### src/hdl/csem_pkg.sv
`timescale 1ns / 1ps
// Package for the counting semaphore table: opcodes, status codes, the
// command kinds passed from the front end to the back end, and shared widths.
// No dependencies.
package csem_pkg;

   localparam int ID_BITS     = 7;
   localparam int INIT_BITS   = 16;
   localparam int QUEUE_DEPTH = 2;

   localparam logic LEVEL_SYSTEM = 1'b1;

   typedef enum logic [1:0] {
      OP_ALLOC  = 2'd0,
      OP_WAIT   = 2'd1,
      OP_SIGNAL = 2'd2,
      OP_UNUSED = 2'd3
   } opcode_type;

   typedef enum logic [1:0] {
      STATUS_OK     = 2'd0,
      STATUS_FULL   = 2'd1,
      STATUS_BAD_ID = 2'd2
   } status_type;

   typedef enum logic [1:0] {
      KIND_ALLOC  = 2'd0,
      KIND_WAIT   = 2'd1,
      KIND_SIGNAL = 2'd2,
      KIND_REJECT = 2'd3
   } kind_type;

   typedef struct packed {
      kind_type            kind;
      status_type          status;
      logic [ID_BITS-1:0]  new_id;
   } cmd_info_type;

endpackage

### src/hdl/counting_semaphore_table_unit.sv
`timescale 1ns / 1ps
// Top level of the counting semaphore table: front end, command queue,
// back end and counter RAM. Depends on csem_pkg and all csem_* modules.
//
// A request is taken at a rising edge where start is high and busy is low;
// every request yields exactly one result, shown for one cycle with
// rsp_strobe high. The receiver cannot stall, so results are never held.
// The front end checks the id or hands out the next id of the caller's
// half in the cycle of the transfer and places the command in a two-entry
// queue; busy is high only while that queue is full. The back end takes one
// command from the queue at a time: an allocate or a rejected request is
// finished in BK_IDLE as it is popped, with its result registered at that
// edge; a wait or signal reads its counter word as it is popped, then in
// BK_MODIFY does the modify and write-back through the single counter RAM
// port pair and registers its result. The back end takes no new command
// while a wait or signal is in BK_MODIFY; allocates and rejects can be
// taken back to back. Results come back in request order. Counters are held
// in a RAM of 2*SEMS_PER_LEVEL words that is never cleared; only allocated
// ids can reach it, and allocation writes the word first.
module counting_semaphore_table_unit #(
   parameter int SEMS_PER_LEVEL = 64,
   parameter int COUNT_BITS     = 16
) (
   input  logic                                  clock,
   input  logic                                  reset,
   input  logic                                  start,
   output logic                                  busy,
   input  logic [1:0]                            req_opcode,
   input  logic                                  req_caller_level,
   input  logic [csem_pkg::ID_BITS-1:0]          req_sem_id,
   input  logic signed [csem_pkg::INIT_BITS-1:0] req_initial_count,
   output logic                                  rsp_strobe,
   output logic [1:0]                            rsp_status,
   output logic [csem_pkg::ID_BITS-1:0]          rsp_new_id,
   output logic                                  rsp_must_block,
   output logic                                  rsp_wake_one
);

   import csem_pkg::*;

   localparam int TABLE_SIZE = 2 * SEMS_PER_LEVEL;
   localparam int AW         = $clog2(TABLE_SIZE);
   localparam int QW         = $bits(cmd_info_type) + AW + COUNT_BITS;

   // Front end to queue.
   logic                  push;
   cmd_info_type          push_info;
   logic [AW-1:0]         push_addr;
   logic [COUNT_BITS-1:0] push_count;
   logic                  q_full;
   logic                  q_empty;
   logic                  q_pop;
   logic [QW-1:0]         q_head;
   cmd_info_type          q_info;
   logic [AW-1:0]         q_addr;
   logic [COUNT_BITS-1:0] q_count;

   // Back end to counter RAM.
   logic                  ram_we;
   logic [AW-1:0]         ram_waddr;
   logic [COUNT_BITS-1:0] ram_wdata;
   logic [AW-1:0]         ram_raddr;
   logic [COUNT_BITS-1:0] ram_rdata;

   csem_front #(
      .SEMS_PER_LEVEL (SEMS_PER_LEVEL),
      .COUNT_BITS     (COUNT_BITS),
      .AW             (AW)
   ) u_front (
      .clock             (clock),
      .reset             (reset),
      .start             (start),
      .queue_full        (q_full),
      .busy              (busy),
      .req_opcode        (req_opcode),
      .req_caller_level  (req_caller_level),
      .req_sem_id        (req_sem_id),
      .req_initial_count (req_initial_count),
      .push              (push),
      .push_info         (push_info),
      .push_addr         (push_addr),
      .push_count        (push_count)
   );

   csem_queue #(
      .WIDTH (QW),
      .DEPTH (QUEUE_DEPTH)
   ) u_queue (
      .clock     (clock),
      .reset     (reset),
      .push      (push),
      .push_data ({push_info, push_addr, push_count}),
      .pop       (q_pop),
      .pop_data  (q_head),
      .empty     (q_empty),
      .full      (q_full)
   );

   assign {q_info, q_addr, q_count} = q_head;

   csem_back #(
      .COUNT_BITS (COUNT_BITS),
      .AW         (AW)
   ) u_back (
      .clock          (clock),
      .reset          (reset),
      .q_empty        (q_empty),
      .q_info         (q_info),
      .q_addr         (q_addr),
      .q_count        (q_count),
      .q_pop          (q_pop),
      .ram_we         (ram_we),
      .ram_waddr      (ram_waddr),
      .ram_wdata      (ram_wdata),
      .ram_raddr      (ram_raddr),
      .ram_rdata      (ram_rdata),
      .rsp_strobe     (rsp_strobe),
      .rsp_status     (rsp_status),
      .rsp_new_id     (rsp_new_id),
      .rsp_must_block (rsp_must_block),
      .rsp_wake_one   (rsp_wake_one)
   );

   csem_ram #(
      .WIDTH (COUNT_BITS),
      .DEPTH (TABLE_SIZE)
   ) u_counters (
      .clock (clock),
      .we    (ram_we),
      .waddr (ram_waddr),
      .wdata (ram_wdata),
      .raddr (ram_raddr),
      .rdata (ram_rdata)
   );

   // An accepted request always leaves a command waiting in the queue.
   assert property (@(posedge clock) disable iff (reset)
      (start && !busy) |=> !q_empty)
      else $error("accepted transfer did not reach the command queue");

   // Every counter write belongs to exactly one result in the next cycle.
   assert property (@(posedge clock) disable iff (reset)
      ram_we |=> rsp_strobe)
      else $error("counter write without a result");

   // A failed request reports no id and no scheduling hint.
   assert property (@(posedge clock) disable iff (reset)
      (rsp_strobe && (rsp_status != STATUS_OK)) |->
         (rsp_new_id == '0) && !rsp_must_block && !rsp_wake_one)
      else $error("failed request carries result flags");

   // Block and wake come from different operations.
   assert property (@(posedge clock) disable iff (reset)
      rsp_strobe |-> !(rsp_must_block && rsp_wake_one))
      else $error("block and wake reported together");

endmodule

### src/hdl/csem_ram.sv
`timescale 1ns / 1ps
// Generic single-write, single-read RAM with a registered read port.
// No dependencies.
module csem_ram #(
   parameter int WIDTH = 16,
   parameter int DEPTH = 128
) (
   input  logic                     clock,
   input  logic                     we,
   input  logic [$clog2(DEPTH)-1:0] waddr,
   input  logic [WIDTH-1:0]         wdata,
   input  logic [$clog2(DEPTH)-1:0] raddr,
   output logic [WIDTH-1:0]         rdata
);

   logic [WIDTH-1:0] mem_ff [DEPTH];
   logic [WIDTH-1:0] rdata_ff;

   always_ff @(posedge clock) begin
      if (we) begin
         mem_ff[waddr] <= wdata;
      end
      rdata_ff <= mem_ff[raddr];
   end

   assign rdata = rdata_ff;

endmodule

### src/hdl/csem_queue.sv
`timescale 1ns / 1ps
// Small register FIFO that carries classified commands from front to back end.
// No package dependencies; DEPTH must be a power of two.
module csem_queue #(
   parameter int WIDTH = 32,
   parameter int DEPTH = 2
) (
   input  logic             clock,
   input  logic             reset,
   input  logic             push,
   input  logic [WIDTH-1:0] push_data,
   input  logic             pop,
   output logic [WIDTH-1:0] pop_data,
   output logic             empty,
   output logic             full
);

   localparam int PW = (DEPTH > 1) ? $clog2(DEPTH) : 1;
   localparam int CW = $clog2(DEPTH + 1);

   logic [WIDTH-1:0] entries_ff [DEPTH];
   logic [PW-1:0]    wr_ptr_ff, wr_ptr_in;
   logic [PW-1:0]    rd_ptr_ff, rd_ptr_in;
   logic [CW-1:0]    count_ff, count_in;
   logic             do_push, do_pop;

   assign empty    = (count_ff == '0);
   assign full     = (count_ff == CW'(DEPTH));
   assign do_push  = push && !full;
   assign do_pop   = pop && !empty;
   assign pop_data = entries_ff[rd_ptr_ff];

   always_comb begin
      wr_ptr_in = do_push ? wr_ptr_ff + PW'(1) : wr_ptr_ff;
      rd_ptr_in = do_pop  ? rd_ptr_ff + PW'(1) : rd_ptr_ff;
      count_in  = count_ff;
      if (do_push && !do_pop) begin
         count_in = count_ff + CW'(1);
      end else if (do_pop && !do_push) begin
         count_in = count_ff - CW'(1);
      end
   end

   always_ff @(posedge clock) begin
      if (reset) begin
         wr_ptr_ff <= '0;
         rd_ptr_ff <= '0;
         count_ff  <= '0;
      end else begin
         wr_ptr_ff <= wr_ptr_in;
         rd_ptr_ff <= rd_ptr_in;
         count_ff  <= count_in;
      end
   end

   always_ff @(posedge clock) begin
      if (do_push) begin
         entries_ff[wr_ptr_ff] <= push_data;
      end
   end

endmodule

### src/hdl/csem_front.sv
`timescale 1ns / 1ps
// Front end: accepts requests, checks ids, hands out new ids and saturates
// the initial count. Depends on csem_pkg.
module csem_front #(
   parameter int SEMS_PER_LEVEL = 64,
   parameter int COUNT_BITS     = 16,
   parameter int AW             = 7
) (
   input  logic                               clock,
   input  logic                               reset,
   input  logic                               start,
   input  logic                               queue_full,
   output logic                               busy,
   input  logic [1:0]                         req_opcode,
   input  logic                               req_caller_level,
   input  logic [csem_pkg::ID_BITS-1:0]       req_sem_id,
   input  logic signed [csem_pkg::INIT_BITS-1:0] req_initial_count,
   output logic                               push,
   output csem_pkg::cmd_info_type             push_info,
   output logic [AW-1:0]                      push_addr,
   output logic [COUNT_BITS-1:0]              push_count
);

   import csem_pkg::*;

   localparam int CW = $clog2(SEMS_PER_LEVEL + 1);
   localparam logic [CW-1:0] LEVEL_SIZE = CW'(SEMS_PER_LEVEL);
   localparam logic signed [32:0] CNT_MAX = (33'sd1 <<< (COUNT_BITS - 1)) - 33'sd1;
   localparam logic signed [32:0] CNT_MIN = -CNT_MAX - 33'sd1;

   logic [CW-1:0]      user_cnt_ff, user_cnt_in;
   logic [CW-1:0]      sys_cnt_ff, sys_cnt_in;
   logic               accept;
   logic [31:0]        id_wide;
   logic [31:0]        slot;
   logic               id_ok;
   logic signed [32:0] init_wide;
   logic signed [32:0] init_sat;
   opcode_type         op;

   assign accept = start && !queue_full;
   assign busy   = queue_full;
   assign push   = accept;

   always_comb begin
      op          = opcode_type'(req_opcode);
      id_wide     = 32'(req_sem_id);
      slot        = id_wide;
      user_cnt_in = user_cnt_ff;
      sys_cnt_in  = sys_cnt_ff;
      id_ok       = (id_wide < 32'(user_cnt_ff)) ||
                    ((req_caller_level == LEVEL_SYSTEM) &&
                     (id_wide >= 32'(SEMS_PER_LEVEL)) &&
                     ((id_wide - 32'(SEMS_PER_LEVEL)) < 32'(sys_cnt_ff)));
      push_info.kind   = KIND_REJECT;
      push_info.status = STATUS_BAD_ID;
      push_info.new_id = '0;
      case (op)
         OP_ALLOC: begin
            if (req_caller_level != LEVEL_SYSTEM) begin
               if (user_cnt_ff < LEVEL_SIZE) begin
                  slot             = 32'(user_cnt_ff);
                  push_info.kind   = KIND_ALLOC;
                  push_info.status = STATUS_OK;
                  user_cnt_in      = accept ? user_cnt_ff + CW'(1) : user_cnt_ff;
               end else begin
                  push_info.status = STATUS_FULL;
               end
            end else begin
               if (sys_cnt_ff < LEVEL_SIZE) begin
                  slot             = 32'(SEMS_PER_LEVEL) + 32'(sys_cnt_ff);
                  push_info.kind   = KIND_ALLOC;
                  push_info.status = STATUS_OK;
                  sys_cnt_in       = accept ? sys_cnt_ff + CW'(1) : sys_cnt_ff;
               end else begin
                  push_info.status = STATUS_FULL;
               end
            end
            if (push_info.kind == KIND_ALLOC) begin
               push_info.new_id = slot[ID_BITS-1:0];
            end
         end
         OP_WAIT: begin
            if (id_ok) begin
               push_info.kind   = KIND_WAIT;
               push_info.status = STATUS_OK;
            end
         end
         OP_SIGNAL: begin
            if (id_ok) begin
               push_info.kind   = KIND_SIGNAL;
               push_info.status = STATUS_OK;
            end
         end
         default: begin
            push_info.kind   = KIND_REJECT;
            push_info.status = STATUS_BAD_ID;
         end
      endcase
      push_addr = slot[AW-1:0];
   end

   // Saturate the 16-bit initial count into the counter range.
   always_comb begin
      init_wide = 33'(req_initial_count);
      if (init_wide > CNT_MAX) begin
         init_sat = CNT_MAX;
      end else if (init_wide < CNT_MIN) begin
         init_sat = CNT_MIN;
      end else begin
         init_sat = init_wide;
      end
      push_count = init_sat[COUNT_BITS-1:0];
   end

   always_ff @(posedge clock) begin
      if (reset) begin
         user_cnt_ff <= '0;
         sys_cnt_ff  <= '0;
      end else begin
         user_cnt_ff <= user_cnt_in;
         sys_cnt_ff  <= sys_cnt_in;
      end
   end

endmodule

### src/hdl/csem_back.sv
`timescale 1ns / 1ps
// Back end: executes queued commands against the counter RAM and registers
// the result. Depends on csem_pkg.
module csem_back #(
   parameter int COUNT_BITS = 16,
   parameter int AW         = 7
) (
   input  logic                          clock,
   input  logic                          reset,
   input  logic                          q_empty,
   input  csem_pkg::cmd_info_type        q_info,
   input  logic [AW-1:0]                 q_addr,
   input  logic [COUNT_BITS-1:0]         q_count,
   output logic                          q_pop,
   output logic                          ram_we,
   output logic [AW-1:0]                 ram_waddr,
   output logic [COUNT_BITS-1:0]         ram_wdata,
   output logic [AW-1:0]                 ram_raddr,
   input  logic [COUNT_BITS-1:0]         ram_rdata,
   output logic                          rsp_strobe,
   output logic [1:0]                    rsp_status,
   output logic [csem_pkg::ID_BITS-1:0]  rsp_new_id,
   output logic                          rsp_must_block,
   output logic                          rsp_wake_one
);

   import csem_pkg::*;

   typedef enum logic [1:0] {
      BK_IDLE   = 2'b01,
      BK_MODIFY = 2'b10
   } back_state_type;

   localparam logic [COUNT_BITS-1:0] CNT_MAX = {1'b0, {(COUNT_BITS - 1){1'b1}}};
   localparam logic [COUNT_BITS-1:0] CNT_MIN = {1'b1, {(COUNT_BITS - 1){1'b0}}};

   back_state_type         state_ff, state_in;
   kind_type               kind_ff, kind_in;
   logic [AW-1:0]          addr_ff, addr_in;
   logic                   strobe_ff, strobe_in;
   status_type             status_ff, status_in;
   logic [ID_BITS-1:0]     new_id_ff, new_id_in;
   logic                   block_ff, block_in;
   logic                   wake_ff, wake_in;
   logic [COUNT_BITS-1:0]  next_count;

   assign ram_raddr = q_addr;

   always_comb begin
      state_in   = state_ff;
      kind_in    = kind_ff;
      addr_in    = addr_ff;
      strobe_in  = 1'b0;
      status_in  = status_ff;
      new_id_in  = new_id_ff;
      block_in   = block_ff;
      wake_in    = wake_ff;
      q_pop      = 1'b0;
      ram_we     = 1'b0;
      ram_waddr  = q_addr;
      ram_wdata  = q_count;
      next_count = ram_rdata;
      case (state_ff)
         BK_IDLE: begin
            if (!q_empty) begin
               q_pop   = 1'b1;
               kind_in = q_info.kind;
               addr_in = q_addr;
               case (q_info.kind)
                  KIND_WAIT, KIND_SIGNAL: begin
                     // The counter word is read at this edge and modified next cycle.
                     state_in = BK_MODIFY;
                  end
                  KIND_ALLOC: begin
                     ram_we    = 1'b1;
                     strobe_in = 1'b1;
                     status_in = STATUS_OK;
                     new_id_in = q_info.new_id;
                     block_in  = 1'b0;
                     wake_in   = 1'b0;
                  end
                  default: begin
                     strobe_in = 1'b1;
                     status_in = q_info.status;
                     new_id_in = '0;
                     block_in  = 1'b0;
                     wake_in   = 1'b0;
                  end
               endcase
            end
         end
         BK_MODIFY: begin
            block_in = 1'b0;
            wake_in  = 1'b0;
            if (kind_ff == KIND_WAIT) begin
               if (ram_rdata != CNT_MIN) begin
                  next_count = ram_rdata - COUNT_BITS'(1);
               end
               block_in = next_count[COUNT_BITS-1];
            end else begin
               if (ram_rdata != CNT_MAX) begin
                  next_count = ram_rdata + COUNT_BITS'(1);
               end
               wake_in = next_count[COUNT_BITS-1] || (next_count == '0);
            end
            ram_we    = 1'b1;
            ram_waddr = addr_ff;
            ram_wdata = next_count;
            strobe_in = 1'b1;
            status_in = STATUS_OK;
            new_id_in = '0;
            state_in  = BK_IDLE;
         end
         default: begin
            state_in = BK_IDLE;
         end
      endcase
   end

   always_ff @(posedge clock) begin
      if (reset) begin
         state_ff  <= BK_IDLE;
         strobe_ff <= 1'b0;
      end else begin
         state_ff  <= state_in;
         strobe_ff <= strobe_in;
      end
   end

   always_ff @(posedge clock) begin
      kind_ff   <= kind_in;
      addr_ff   <= addr_in;
      status_ff <= status_in;
      new_id_ff <= new_id_in;
      block_ff  <= block_in;
      wake_ff   <= wake_in;
   end

   assign rsp_strobe     = strobe_ff;
   assign rsp_status     = status_ff;
   assign rsp_new_id     = new_id_ff;
   assign rsp_must_block = block_ff;
   assign rsp_wake_one   = wake_ff;

endmodule

### config.mk
export PLATFORM = sky130hd
export DESIGN_NAME = counting_semaphore_table_unit
export DESIGN_NICKNAME = d
export VERILOG_FILES = /design/src/hdl/csem_pkg.sv /design/src/hdl/counting_semaphore_table_unit.sv /design/src/hdl/csem_ram.sv /design/src/hdl/csem_queue.sv /design/src/hdl/csem_front.sv /design/src/hdl/csem_back.sv
export SDC_FILE = /design/constraint.sdc
export NUM_CORES = 2
export LEC_CHECK = 0
export ABC_AREA = 1
export BUFFER_PORTS_ARGS = -buffer_cell sky130_fd_sc_hd__buf_2
export CORE_UTILIZATION = 40
export DETAILED_ROUTE_END_ITERATION = 7
export SYNTH_ARGS = -nofsm -noshare
export SYNTH_HDL_FRONTEND = slang
export SYNTH_SLANG_ARGS = --single-unit
### constraint.sdc
create_clock -name clock -period 9.4 [get_ports clock]
set_clock_uncertainty 0.1 [all_clocks]
set_input_delay 0 -clock clock [delete_from_list [all_inputs] [get_ports clock]]
set_output_delay 0 -clock clock [all_outputs]
set_load 0.03 [all_outputs]
==> results.json <==
{
  "wire_per_inst_um": 24.6,
  "hold_slack_ns": 0.0661,
  "grt_pass1_wl_um": 388000,
  "yosysMostFrequentCell": "nand3_1",
  "power_frac_comb": 0.358,
  "period_minus_slack_ns": 4.88,
  "p_per_area_nw_per_um2": 326,
  "yosys.area_share.simple": 0.224,
  "crit_arrival_ns": 5.35,
  "final_core_util": 0.454,
  "drt_iter0_drc": 7045,
  "crit_type": "flop to flop",
  "slew_headroom": 0.160,
  "yosysWarnings": 0,
  "post_dp_cell_area_um2": 92600,
  "leakage_nw": 34.2,
  "drc": 0,
  "drtAntennaViolNets": 0,
  "final.setup.worst_slack_ns": 4.52,
  "clock-sinks": 2174,
  "gr-total-overflow": 0,
  "cp_slowest_stage_delay_ns": 0.83,
  "synthFlopType": "edfxtp_1",
  "synth_top_area_share": 0.722,
  "insertion_delay_ns": 0.88,
  "seq_power_share": 0.386,
  "rsz0062_at_grt": "false",
  "nets": 7563,
  "cts-buffers-inserted": 213,
  "mappedNetlistNets": 7538,
  "antenna_found_initial": 3,
  "pwr-share-clk": 0.256,
  "dp_hpwl_um": 142000,
  "synth_xor_area_frac": 0.00227,
  "cp_max_fo": 80,
  "clock-root-buffer": "clkbuf_16",
  "path_clk_slew_ns": 0.06,
  "slowest_stage": "nor2_1",
  "ys_top_cells_by_count": "2,268 x nand3_1, 2,136 x edfxtp_1, 1,982 x nand2_1",
  "synth_cells": 7488,
  "stdcell_count": 10700,
  "initial_core_util": 0.403,
  "multi_input_area_um2": 21500,
  "netlist_top_cells_area": "edfxtp_1 72%, nand3_1 13%, nand2_1 8.4%, buf_2 1.8%, nor2_1 0.94%",
  "vdd_ir_drop_max_v": 0.000287,
  "drive_gt1_frac": 0.0816,
  "period_share": 0.519,
  "ys_seq_area_frac": 0.730,
  "synth_edf_count": 2136,
  "crit_required_ns": 9.87,
  "dr.pass1.iters": 7,
  "synth_top_family_by_area": "simple AND/OR/NAND/NOR gates",
  "grt_pass1_vias": 58300,
  "dieArea_um2": 224000,
  "setup-violations-final": 0,
  "dp_cells": 10200,
  "power_mw": 32.6,
  "hold_violations": 0,
  "area_growth_pct": 12.4,
  "endpoint_kind": "flop",
  "grt_max_degree": 193,
  "cts_setup_buffers": 0,
  "stdcell_area_um2": 100000,
  "std_cell_rows": 172,
  "yosysUniqueCellTypes": 39,
  "grt_usage": 0.231,
  "fill_cells": 19800,
  "synth_mux_area_frac": 0,
  "dp_slack_ns": 4.51,
  "hold_class": "input port to flop",
  "cts_tree": "built",
  "p_switching_mw": 13.0,
  "die_y_um": 473,
  "io_buffers": 41,
  "ctsLongestPathBuffers": 3,
  "status": "complete, no violations",
  "gp_congestion": 0.877,
  "yosysTopAreaCell": "edfxtp_1",
  "power.internal_mw": 19.6,
  "seqCellArea_um2": 64900,
  "syn_avg_cell_area_um2": 11.9,
  "die_w_um": 473,
  "synth-seq-cells": 2174,
  "routed_wl_um": 262000,
  "ios": 42,
  "maxCapViolCount": 0,
  "synth_compound_area_frac": 0.00915,
  "via_per_inst": 5.66,
  "synth-adder-area-share": 0.00296,
  "path_cells": "buf_4 > inv_4 > or2_1 > o21ai_4 > buf_12 > inv_4 > o21ai_2 > inv_1 > nor2_2 > nand2_1 > nor2_1 > buf_4",
  "swShare": 0.399,
  "fmax_mhz": 205,
  "core_um2": 220000,
  "setup_tns_ns": 0,
  "cts-htree-levels": 4,
  "worst_slew_pin_slew_ns": 1.26,
  "report.final.slew_viol_count": 0,
  "start_kind": "flop",
  "vias": 60300,
  "synth_area_um2": 88900,
  "synthArstFlopShare": 0
}
power by group through the flow:
stage	logic (mW)	clock network [mW]	registers (mW)
detailed placement	11.5	0	12.7
global route	12.5	8.80	12.6
CTS	11.6	8.42	12.5
global placement	11.4	0	12.8
floorplan	6.84	0	13.1
finish	11.7	8.33	12.6
cell usage in the layout, fill, tap and decap left out, drive strengths merged:
| cell | count |
|---|---|
| o22ai | 4 |
| inv | 99 |
| nor2 | 227 |
| a21boi | 1 |
| bufinv | 14 |
| nand2 | 1990 |
| clkbuf | 271 |
| buf | 269 |
| o31ai | 1 |
| nand3 | 2270 |
| diode | 2 |
| nand3b | 1 |
| nor3b | 2 |
| a211oi | 4 |
| a21oi | 36 |
| xor2 | 20 |
| o21bai | 1 |
| o221ai | 12 |
| ha | 21 |
| a21o | 1 |
| or2 | 12 |
| o21ai | 69 |
| o211ai | 8 |
| dfxtp | 38 |
| clkinv | 102 |
| nor4 | 5 |
| dlygate4sd3 | 55 |
| edfxtp | 2136 |
| xnor2 | 3 |
| nor3 | 11 |
| nand4 | 6 |
| clkinvlp | 4 |
kinds of logic (layout without fill, tap and decap cells):
group | count (synthesis) | after routing
AND/OR/NAND/NOR | 4524 | 4524
AO/OA/AOI/OAI | 137 | 137
XOR/XNOR | 23 | 23
other | 0 | 2
flip-flops | 2174 | 2174
buffers and inverters | 609 | 814
adder cells (fa/ha/maj) | 21 | 21
flip-flops by register name (all words and copies together), names as in the netlist, 2 cells and up, named ones only:
register and cells:
u_front.sys_cnt_ff 7, u_back.rsp_status 2, u_back.state_ff 2, u_back.kind_ff 2, u_back.rsp_new_id 7, u_counters.rdata 16
u_counters.mem_ff 2048, u_queue.count_ff 2, u_queue.entries_ff 68, u_front.user_cnt_ff 7, u_back.addr_ff 7
area by class of cell:
class / instances / share of cell area
multi-input combinational: 4705 / 0.215
antenna: 2 / 0.0000501
clock buffer: 271 / 0.0566
timing repair buffer: 324 / 0.0271
inverter: 95 / 0.00369
tap: 2958 / 0.0370
sequential: 2174 / 0.649
clock inverter: 124 / 0.0111
worst max-delay path: cells and delay by family, from the launching register on:
| family | cells | cell delay, ns |
|---|---|---|
| buffers and inverters | 6 | 1.91 |
| AND/OR/NAND/NOR | 4 | 1.77 |
| AO/OA/AOI/OAI | 2 | 0.40 |
| flip-flops | 1 | 0.31 |
repair_timing:
action	in CTS	in global routing
hold buffers	55	0
endpoints found under the setup margin	0	0
resized for setup	0	0
hold endpoints to repair	90	0
per-layer routing:
layer / vias up / global-route usage / part of all wire
met2: 2993 / 0.367 / 0.47
met1: 30000 / 0.317 / 0.40
met5: - / 0 / 0
met4: 0 / 0.0853 / 0.036
met3: 462 / 0.0415 / 0.092
li1: 26900 / - / -
worst paths after layout:
path,from,slack [ns],cells past startpoint,end
hold / removal,req_opcode[1],0.07,4,u_queue.entries_ff[0][31]$_DFFE_PP_
hold reg to reg,u_back.state_ff[0]$_SDFFE_PP1P_,0.37,2,u_back.state_ff[0]$_SDFFE_PP1P_
setup reg to reg,flop,4.52,12,u_counters.mem_ff[112][10]$_DFFE_PP_
setup / recovery,flop,4.52,12,u_counters.mem_ff[112][10]$_DFFE_PP_
(Power assumes the default switching activity.)
